File: config.mk
export PLATFORM = sky130hd
export DESIGN_NAME = dual_wheel_incremental_pid_unit
export DESIGN_NICKNAME = d
export VERILOG_FILES = /design/src/rtl/dwip_pkg.sv /design/src/rtl/dual_wheel_incremental_pid_unit.sv
export SDC_FILE = /design/constraint.sdc
export NUM_CORES = 2
export LEC_CHECK = 0
export ABC_AREA = 1
export ABC_CLOCK_PERIOD_IN_PS = 15900
export CAP_MARGIN = 15
export CORE_AREA = 2 2 238 357
export CTS_BUF_LIST = sky130_fd_sc_hd__clkbuf_4 sky130_fd_sc_hd__clkbuf_8
export CTS_CLUSTER_SIZE = 12
export DETAILED_ROUTE_END_ITERATION = 10
export DIE_AREA = 0 0 240 359
export DONT_BUFFER_PORTS = 1
export PLACE_DENSITY_LB_ADDON = 0.1
export SYNTH_ARGS = -nofsm -noshare
export SYNTH_HDL_FRONTEND = slang
export SYNTH_SLANG_ARGS = --single-unit
File: constraint.sdc
create_clock -name aclk -period 15.9 [get_ports aclk]
set_input_delay 0.795 -clock aclk [delete_from_list [all_inputs] [get_ports aclk]]
set_output_delay 0.795 -clock aclk [all_outputs]
set_load 0.02 [all_outputs]
File: src/rtl/dwip_pkg.sv
// ----------------------------------------------------------------------------
// dwip_pkg
// Shared constants and types of the dual-wheel incremental PID unit.
// ----------------------------------------------------------------------------
package dwip_pkg;

    localparam int GAIN_FRAC_BITS = 8;
    localparam int WHEELS         = 2;

    localparam int GAIN_W   = 16;
    localparam int LIMIT_W  = 15;
    localparam int SPEED_W  = 15;
    localparam int ERR_W    = 16;
    localparam int DRIVE_W  = 16;
    localparam int WHEEL_W  = 1;
    localparam int CFG_IDX_W = 3;
    localparam int CFG_DATA_W = 16;

    localparam int S_TDATA_W = 32;   // target, measured, padded to bytes
    localparam int M_TDATA_W = 32;   // drive, speed_error

    // Product and sum widths of the increment datapath
    localparam int GAIN_S_W = GAIN_W + 1;       // gain with a zero sign bit
    localparam int DP_W     = ERR_W + 1;        // e - e1
    localparam int DD_W     = ERR_W + 2;        // e - 2*e1 + e2
    localparam int PP_W     = GAIN_S_W + DP_W;
    localparam int PI_W     = GAIN_S_W + ERR_W;
    localparam int PD_W     = GAIN_S_W + DD_W;
    localparam int SUM_W    = PD_W + 1;
    localparam int ACC_W    = SUM_W + 1;

    typedef enum logic [CFG_IDX_W-1:0] {
        REG_KP_LEFT     = 3'd0,
        REG_KI_LEFT     = 3'd1,
        REG_KD_LEFT     = 3'd2,
        REG_KP_RIGHT    = 3'd3,
        REG_KI_RIGHT    = 3'd4,
        REG_KD_RIGHT    = 3'd5,
        REG_DRIVE_LIMIT = 3'd6
    } cfg_reg_t;

    localparam logic [GAIN_W-1:0]  KP_RESET    = 16'd20480;
    localparam logic [GAIN_W-1:0]  KI_RESET    = 16'd5120;
    localparam logic [GAIN_W-1:0]  KD_RESET    = 16'd1280;
    localparam logic [LIMIT_W-1:0] LIMIT_RESET = 15'd6666;

    // Most negative drive and error code; never produced
    localparam logic [DRIVE_W-1:0] DRIVE_NEG_FULL = 16'h8000;

endpackage

File: src/rtl/dual_wheel_incremental_pid_unit.sv
// ----------------------------------------------------------------------------
// dual_wheel_incremental_pid_unit
// Velocity-form PID speed loop for two wheels with saturated drive output.
// ----------------------------------------------------------------------------
//  channel | direction | tdata (low bit up)                 | tuser
//  s_      | in        | target_speed[14:0], measured[14:0] | wheel
//  m_      | out       | drive[15:0], speed_error[15:0]     | wheel_out
//  cfg_    | in        | write only: cfg_addr, cfg_wdata    | -
//
// One item per cycle while the m_ side accepts results; m_tvalid rises once the
// input transfer has passed the input register and then the result register.
// Input register, one combinational pass (three products, sum, rounding,
// saturation), result register.
// The per-wheel state is read and rewritten in that same pass, so a following
// item on the same wheel sees it at once. Reset (aresetn low, synchronous)
// clears state and restores the default gains and limit. A stalled m_ side
// holds the result and, one item later, stops s_tready.
// ----------------------------------------------------------------------------
module dual_wheel_incremental_pid_unit
    import dwip_pkg::*;
(
    input  logic                  aclk,
    input  logic                  aresetn,

    input  logic                  s_tvalid,
    output logic                  s_tready,
    input  logic [S_TDATA_W-1:0]  s_tdata,   // target_speed[14:0], measured_speed[29:15], zero pad
    input  logic [WHEEL_W-1:0]    s_tuser,   // wheel

    output logic                  m_tvalid,
    input  logic                  m_tready,
    output logic [M_TDATA_W-1:0]  m_tdata,   // drive[15:0], speed_error[31:16]
    output logic [WHEEL_W-1:0]    m_tuser,   // wheel_out

    input  logic                  cfg_wr_en,
    input  logic [CFG_IDX_W-1:0]  cfg_addr,
    input  logic [CFG_DATA_W-1:0] cfg_wdata
);

    // Configuration registers
    logic [GAIN_W-1:0]  kp_left_reg, ki_left_reg, kd_left_reg;
    logic [GAIN_W-1:0]  kp_right_reg, ki_right_reg, kd_right_reg;
    logic [LIMIT_W-1:0] limit_reg;

    // Input stage
    logic                      in_valid_reg;
    logic [WHEEL_W-1:0]        in_wheel_reg;
    logic signed [SPEED_W-1:0] in_target_reg;
    logic signed [SPEED_W-1:0] in_meas_reg;

    // Per-wheel loop state
    logic signed [DRIVE_W-1:0] drive_reg     [WHEELS];
    logic signed [ERR_W-1:0]   last_err_reg  [WHEELS];
    logic signed [ERR_W-1:0]   prev_err_reg  [WHEELS];

    // Output stage
    logic                      out_valid_reg;
    logic [WHEEL_W-1:0]        out_wheel_reg;
    logic signed [DRIVE_W-1:0] out_drive_reg;
    logic signed [ERR_W-1:0]   out_err_reg;

    logic advance;
    logic in_fire;

    // Datapath
    logic signed [ERR_W-1:0]    err;
    logic signed [ERR_W-1:0]    e1, e2;
    logic signed [DRIVE_W-1:0]  drive_old;
    logic [GAIN_W-1:0]          kp, ki, kd;
    logic signed [GAIN_S_W-1:0] kp_s, ki_s, kd_s;
    logic signed [DP_W-1:0]     d_p;
    logic signed [DD_W-1:0]     d_d;
    logic signed [PP_W-1:0]     prod_p;
    logic signed [PI_W-1:0]     prod_i;
    logic signed [PD_W-1:0]     prod_d;
    logic signed [SUM_W-1:0]    sum;
    logic signed [SUM_W-1:0]    frac_mask;
    logic                       round_up;
    logic signed [SUM_W-1:0]    inc;
    logic signed [ACC_W-1:0]    acc;
    logic signed [ACC_W-1:0]    lim_pos, lim_neg;
    logic signed [DRIVE_W-1:0]  drive_next;

    assign advance  = !out_valid_reg || m_tready;
    assign s_tready = !in_valid_reg || advance;
    assign in_fire  = s_tvalid && s_tready;

    always_comb begin
        err = ERR_W'(in_target_reg) - ERR_W'(in_meas_reg);
        e1        = last_err_reg[in_wheel_reg];
        e2        = prev_err_reg[in_wheel_reg];
        drive_old = drive_reg[in_wheel_reg];

        if (in_wheel_reg == '0) begin
            kp = kp_left_reg;
            ki = ki_left_reg;
            kd = kd_left_reg;
        end else begin
            kp = kp_right_reg;
            ki = ki_right_reg;
            kd = kd_right_reg;
        end
        kp_s = signed'({1'b0, kp});
        ki_s = signed'({1'b0, ki});
        kd_s = signed'({1'b0, kd});

        d_p = DP_W'(err) - DP_W'(e1);
        d_d = DD_W'(err) - (DD_W'(e1) <<< 1) + DD_W'(e2);

        prod_p = PP_W'(kp_s) * PP_W'(d_p);
        prod_i = PI_W'(ki_s) * PI_W'(err);
        prod_d = PD_W'(kd_s) * PD_W'(d_d);

        sum = SUM_W'(prod_p) + SUM_W'(prod_i) + SUM_W'(prod_d);

        // Scale down, truncating toward zero
        frac_mask = SUM_W'((64'd1 << GAIN_FRAC_BITS) - 64'd1);
        round_up  = sum[SUM_W-1] && ((sum & frac_mask) != '0);
        inc       = (sum >>> GAIN_FRAC_BITS) + signed'(SUM_W'(round_up));

        acc     = ACC_W'(drive_old) + ACC_W'(inc);
        lim_pos = signed'(ACC_W'(limit_reg));
        lim_neg = -lim_pos;
        if (acc > lim_pos) begin
            drive_next = DRIVE_W'(lim_pos);
        end else if (acc < lim_neg) begin
            drive_next = DRIVE_W'(lim_neg);
        end else begin
            drive_next = DRIVE_W'(acc);
        end
    end

    // Configuration writes
    always_ff @(posedge aclk) begin
        if (!aresetn) begin
            kp_left_reg  <= KP_RESET;
            ki_left_reg  <= KI_RESET;
            kd_left_reg  <= KD_RESET;
            kp_right_reg <= KP_RESET;
            ki_right_reg <= KI_RESET;
            kd_right_reg <= KD_RESET;
            limit_reg    <= LIMIT_RESET;
        end else if (cfg_wr_en) begin
            case (cfg_reg_t'(cfg_addr))
                REG_KP_LEFT:     kp_left_reg  <= cfg_wdata;
                REG_KI_LEFT:     ki_left_reg  <= cfg_wdata;
                REG_KD_LEFT:     kd_left_reg  <= cfg_wdata;
                REG_KP_RIGHT:    kp_right_reg <= cfg_wdata;
                REG_KI_RIGHT:    ki_right_reg <= cfg_wdata;
                REG_KD_RIGHT:    kd_right_reg <= cfg_wdata;
                REG_DRIVE_LIMIT: limit_reg    <= cfg_wdata[LIMIT_W-1:0];
                default: begin
                end
            endcase
        end
    end

    // Input stage
    always_ff @(posedge aclk) begin
        if (!aresetn) begin
            in_valid_reg <= 1'b0;
        end else if (in_fire) begin
            in_valid_reg <= 1'b1;
        end else if (advance) begin
            in_valid_reg <= 1'b0;
        end
    end

    always_ff @(posedge aclk) begin
        if (in_fire) begin
            in_wheel_reg  <= s_tuser;
            in_target_reg <= signed'(s_tdata[SPEED_W-1:0]);
            in_meas_reg   <= signed'(s_tdata[2*SPEED_W-1:SPEED_W]);
        end
    end

    // Loop state: read-modify-write in the same pass as the result
    always_ff @(posedge aclk) begin
        if (!aresetn) begin
            for (int i = 0; i < WHEELS; i++) begin
                drive_reg[i]    <= '0;
                last_err_reg[i] <= '0;
                prev_err_reg[i] <= '0;
            end
        end else if (advance && in_valid_reg) begin
            drive_reg[in_wheel_reg]    <= drive_next;
            last_err_reg[in_wheel_reg] <= err;
            prev_err_reg[in_wheel_reg] <= e1;
        end
    end

    // Output stage
    always_ff @(posedge aclk) begin
        if (!aresetn) begin
            out_valid_reg <= 1'b0;
        end else if (advance) begin
            out_valid_reg <= in_valid_reg;
        end
    end

    always_ff @(posedge aclk) begin
        if (advance && in_valid_reg) begin
            out_wheel_reg <= in_wheel_reg;
            out_drive_reg <= drive_next;
            out_err_reg   <= err;
        end
    end

    assign m_tvalid = out_valid_reg;
    assign m_tuser  = out_wheel_reg;
    assign m_tdata  = {out_err_reg, out_drive_reg};

endmodule

==> results_dict.tcl <==
set metrics [dict create \
    via_per_inst 5.38 \
    fillerInstances 7735 \
    rr_endpoint "drive_reg[1][12]" \
    r2r-start "in_meas_reg[0]" \
    dp.cells 6621 \
    grt_max_degree 117 \
    start_kind "flop" \
    layout.cells.non_filler 6707 \
    drv_slew 0 \
    synth_nets 6660 \
    routed_wl_um 140000 \
    drc 0 \
    wl_per_cell_um 20.9 \
    port_buffers 0 \
    yosysSeqAreaShare 0.156 \
    die-area_sq_um 86200 \
    gp_congestion 1.01 \
    end_kind "flop" \
    pre_cts_ws_ns 0.374 \
    cts_root_buf "clkbuf_8" \
    critical_path_class "reg2reg" \
    clk_pin_slew_ns 0.06 \
    reg2reg_depth 68 \
    slew_headroom 0.271 \
    drv_cap 0 \
    grt_pass1_wl_um 217000 \
    clock_latency_ns 0.67 \
    outcome "complete, no violations" \
    globalRouteTotalUtil 0.338 \
    postRouteAntennaNets 0 \
    grt_pass1_vias 38400 \
    post-route-min-period_ns 15.05 \
    core.rowCount 130 \
    antenna_found_initial 2 \
    stdcell_area_sq_um 49500 \
    synth_ff_type "edfxtp_1" \
    ctsHtreeMaxLevel 2 \
    worstPathRequired_ns 16.38 \
    synth_edf_count 160 \
    min_from "s_tdata[3]" \
    cp.arrival_ns 15.53 \
    cts_buffers 45 \
    chipWidth_um 240 \
    worst_pin_slew_ns 1.09 \
    final_hold_viol_count 0 \
    synth_async_sr_flop_share 0 \
    clock_path_buffers 3 \
    cpMostUsedCell "fa_1" \
    drt_pre_antenna_iters 6 \
    yosysWarnings 0 \
    cts_tree "done" \
    cts.sinks 274 \
    final_nets 6838 \
    max_freq_ghz 0.0664 \
    pin_count 92 \
    drive_above_1_share 0.0928 \
    die-height_um 359 \
    min_path_cells 0 \
    via_count 36100 \
    worst-path-max-fanout 13 \
    grt_setup_unrepaired "false" \
    area_delta_synth_final_pct 9.02 \
    cp_slowest_cell "fa_1" \
    setup_viol 0 \
    hp-class "in2reg" \
    finClkSkew_ns 0.0573 \
    post-route-period-util 0.947 \
    grt_overflow 0 \
    placed_area_sq_um 48400 \
    hold_path_end "in_target_reg[3]" \
    r2r_setup_slack_ns 0.85 \
    dp_hpwl_um 122000 \
    core_sq_um 83300 \
    start_util 0.545 \
    synth_seq_cells 274 \
    worst_slack_ns 0.847 \
    avgSynthCellArea_sq_um 8.46 \
    drt_iter0_drc 2133 \
    slowest_delay_ns 0.60 \
    yosys.cell_types.count 51 \
    fin_setup_tns_ns 0 \
    synthCells 5370 \
    synth_area_sq_um 45400 \
]
==> worst max path at each step <==
stage                startpoint  slack [ns]  cells past startpoint          endpoint
2_1_floorplan    in_meas_reg[0]        1.56                     71   drive_reg[0][6]
3_3_place_gp     in_meas_reg[0]        0.41                     69  drive_reg[1][12]
3_5_place_dp     in_meas_reg[0]        0.37                     69  drive_reg[0][12]
4_1_cts          in_meas_reg[0]        0.27                     69  drive_reg[0][12]
5_1_grt        in_target_reg[6]        0.02                     75  drive_reg[0][14]
6_report         in_meas_reg[0]        0.85                     68  drive_reg[1][12]
==> stage by stage <==
stage | util | hold slack [ns]
3_5_place_dp | 0.582 | 0.436
5_1_grt | 0.594 | 0.213
4_1_cts | 0.593 | 0.192
3_3_place_gp | 0.582 | 0.430
6_report | 0.594 | 0.235
2_1_floorplan | - | 0.421
==> worst max-delay path, delay by kind of cell, from the launching register on <==
family          cells  cell delay (ns)
simple gates       27             3.85
fa+ha+maj          16             7.23
flops               1             0.36
xor+xnor            1             0.16
compound gates      9             1.84
buf+inv            15             1.42
==> logic make-up after synthesis <==
logic type / count (synthesis) / synth area share
AO/OA/AOI/OAI: 506 / 0.0599
XOR/XNOR: 85 / 0.0164
AND/OR/NAND/NOR: 1793 / 0.161
flip-flops: 274 / 0.156
buffers and inverters: 1438 / 0.120
adder cells (fa/ha/maj): 1233 / 0.477
multiplexers: 41 / 0.00978
==> synth_stat cells (2+ instances only) <==
library cell	instances	area [sq um]
o21ai_1	21	105
o21ai_0	191	956
nand2_2	17	106
nor3_1	28	140
nand3_1	130	651
a21oi_2	4	35.0
nor4_1	12	75.1
a31o_2	2	17.5
nand4_1	22	138
or2_2	60	375
inv_1	1273	4780
o31ai_1	4	30.0
o221ai_1	2	17.5
a21oi_1	219	1100
inv_2	2	7.51
a31oi_1	10	62.6
edfxtp_1	160	4800
a211oi_1	5	37.5
o21a_1	9	67.6
dfxtp_1	114	2280
mux2i_1	14	140
clkbuf_1	116	435
buf_4	4	30.0
o21bai_1	9	67.6
nor2_1	595	2230
mux2_2	27	304
buf_1	17	63.8
fa_1	831	16600
or2_1	2	12.5
xor2_1	55	482
nand3b_1	4	30.0
buf_2	7	35.0
nand3_2	2	20.0
nor3_2	3	30.0
a21o_1	10	75.1
nand2_4	3	33.8
o211ai_1	16	120
xnor2_1	30	263
nand2_1	907	3400
clkinv_1	18	67.6
ha_1	402	5030
nor2_2	4	25.0
==> cell usage in the layout, fill, tap and decap left out, types with 24 or more instances in the layout <==
cell	synthesis	final
clkbuf_8	0	52
o21ai_0	191	173
xor2_1	55	53
a21oi_1	219	212
nand3_1	130	126
ha_1	402	402
nand2_2	17	26
dfxtp_1	114	113
nand2_1	907	898
edfxtp_1	160	160
inv_1	1273	1273
nor3_1	28	27
mux2_2	27	27
nor2_1	595	594
buf_4	4	268
o21ai_1	21	31
fa_1	831	828
xnor2_1	30	29
or2_2	60	59
clkinv_1	18	24
==> metal layers <==
metal  track usage  vias to the layer above  wire, um
met5             0                        -         0
met4         0.260                        0     13800
met3        0.0381                      531      6740
met2         0.596                     1258     71400
met1         0.367                    17800     48100
li1              -                    16500         -
==> what timing repair did <==
item	4_1_cts	5_1_grt
resized for setup	0	36
setup endpoints to repair	0	48
hold buffers	0	0
buffers inserted	0	2
==> final cells by class <==
| class | instances | area [sq um] | area share |
|---|---|---|---|
| inverters | 1293 | 4850 | 0.0980 |
| clock buffers | 63 | 798 | 0.0161 |
| multi-input cells | 3658 | 33100 | 0.668 |
| clock inverters | 18 | 130 | 0.00263 |
| repair buffers | 276 | 2150 | 0.0435 |
| flip-flops and latches | 274 | 7090 | 0.143 |
| diodes | 3 | 7.51 | 0.000152 |
| well taps | 1122 | 1400 | 0.0284 |
Power is not shown: default switching activity piles up to over one toggle a cycle in this logic, so the estimate is an artifact.
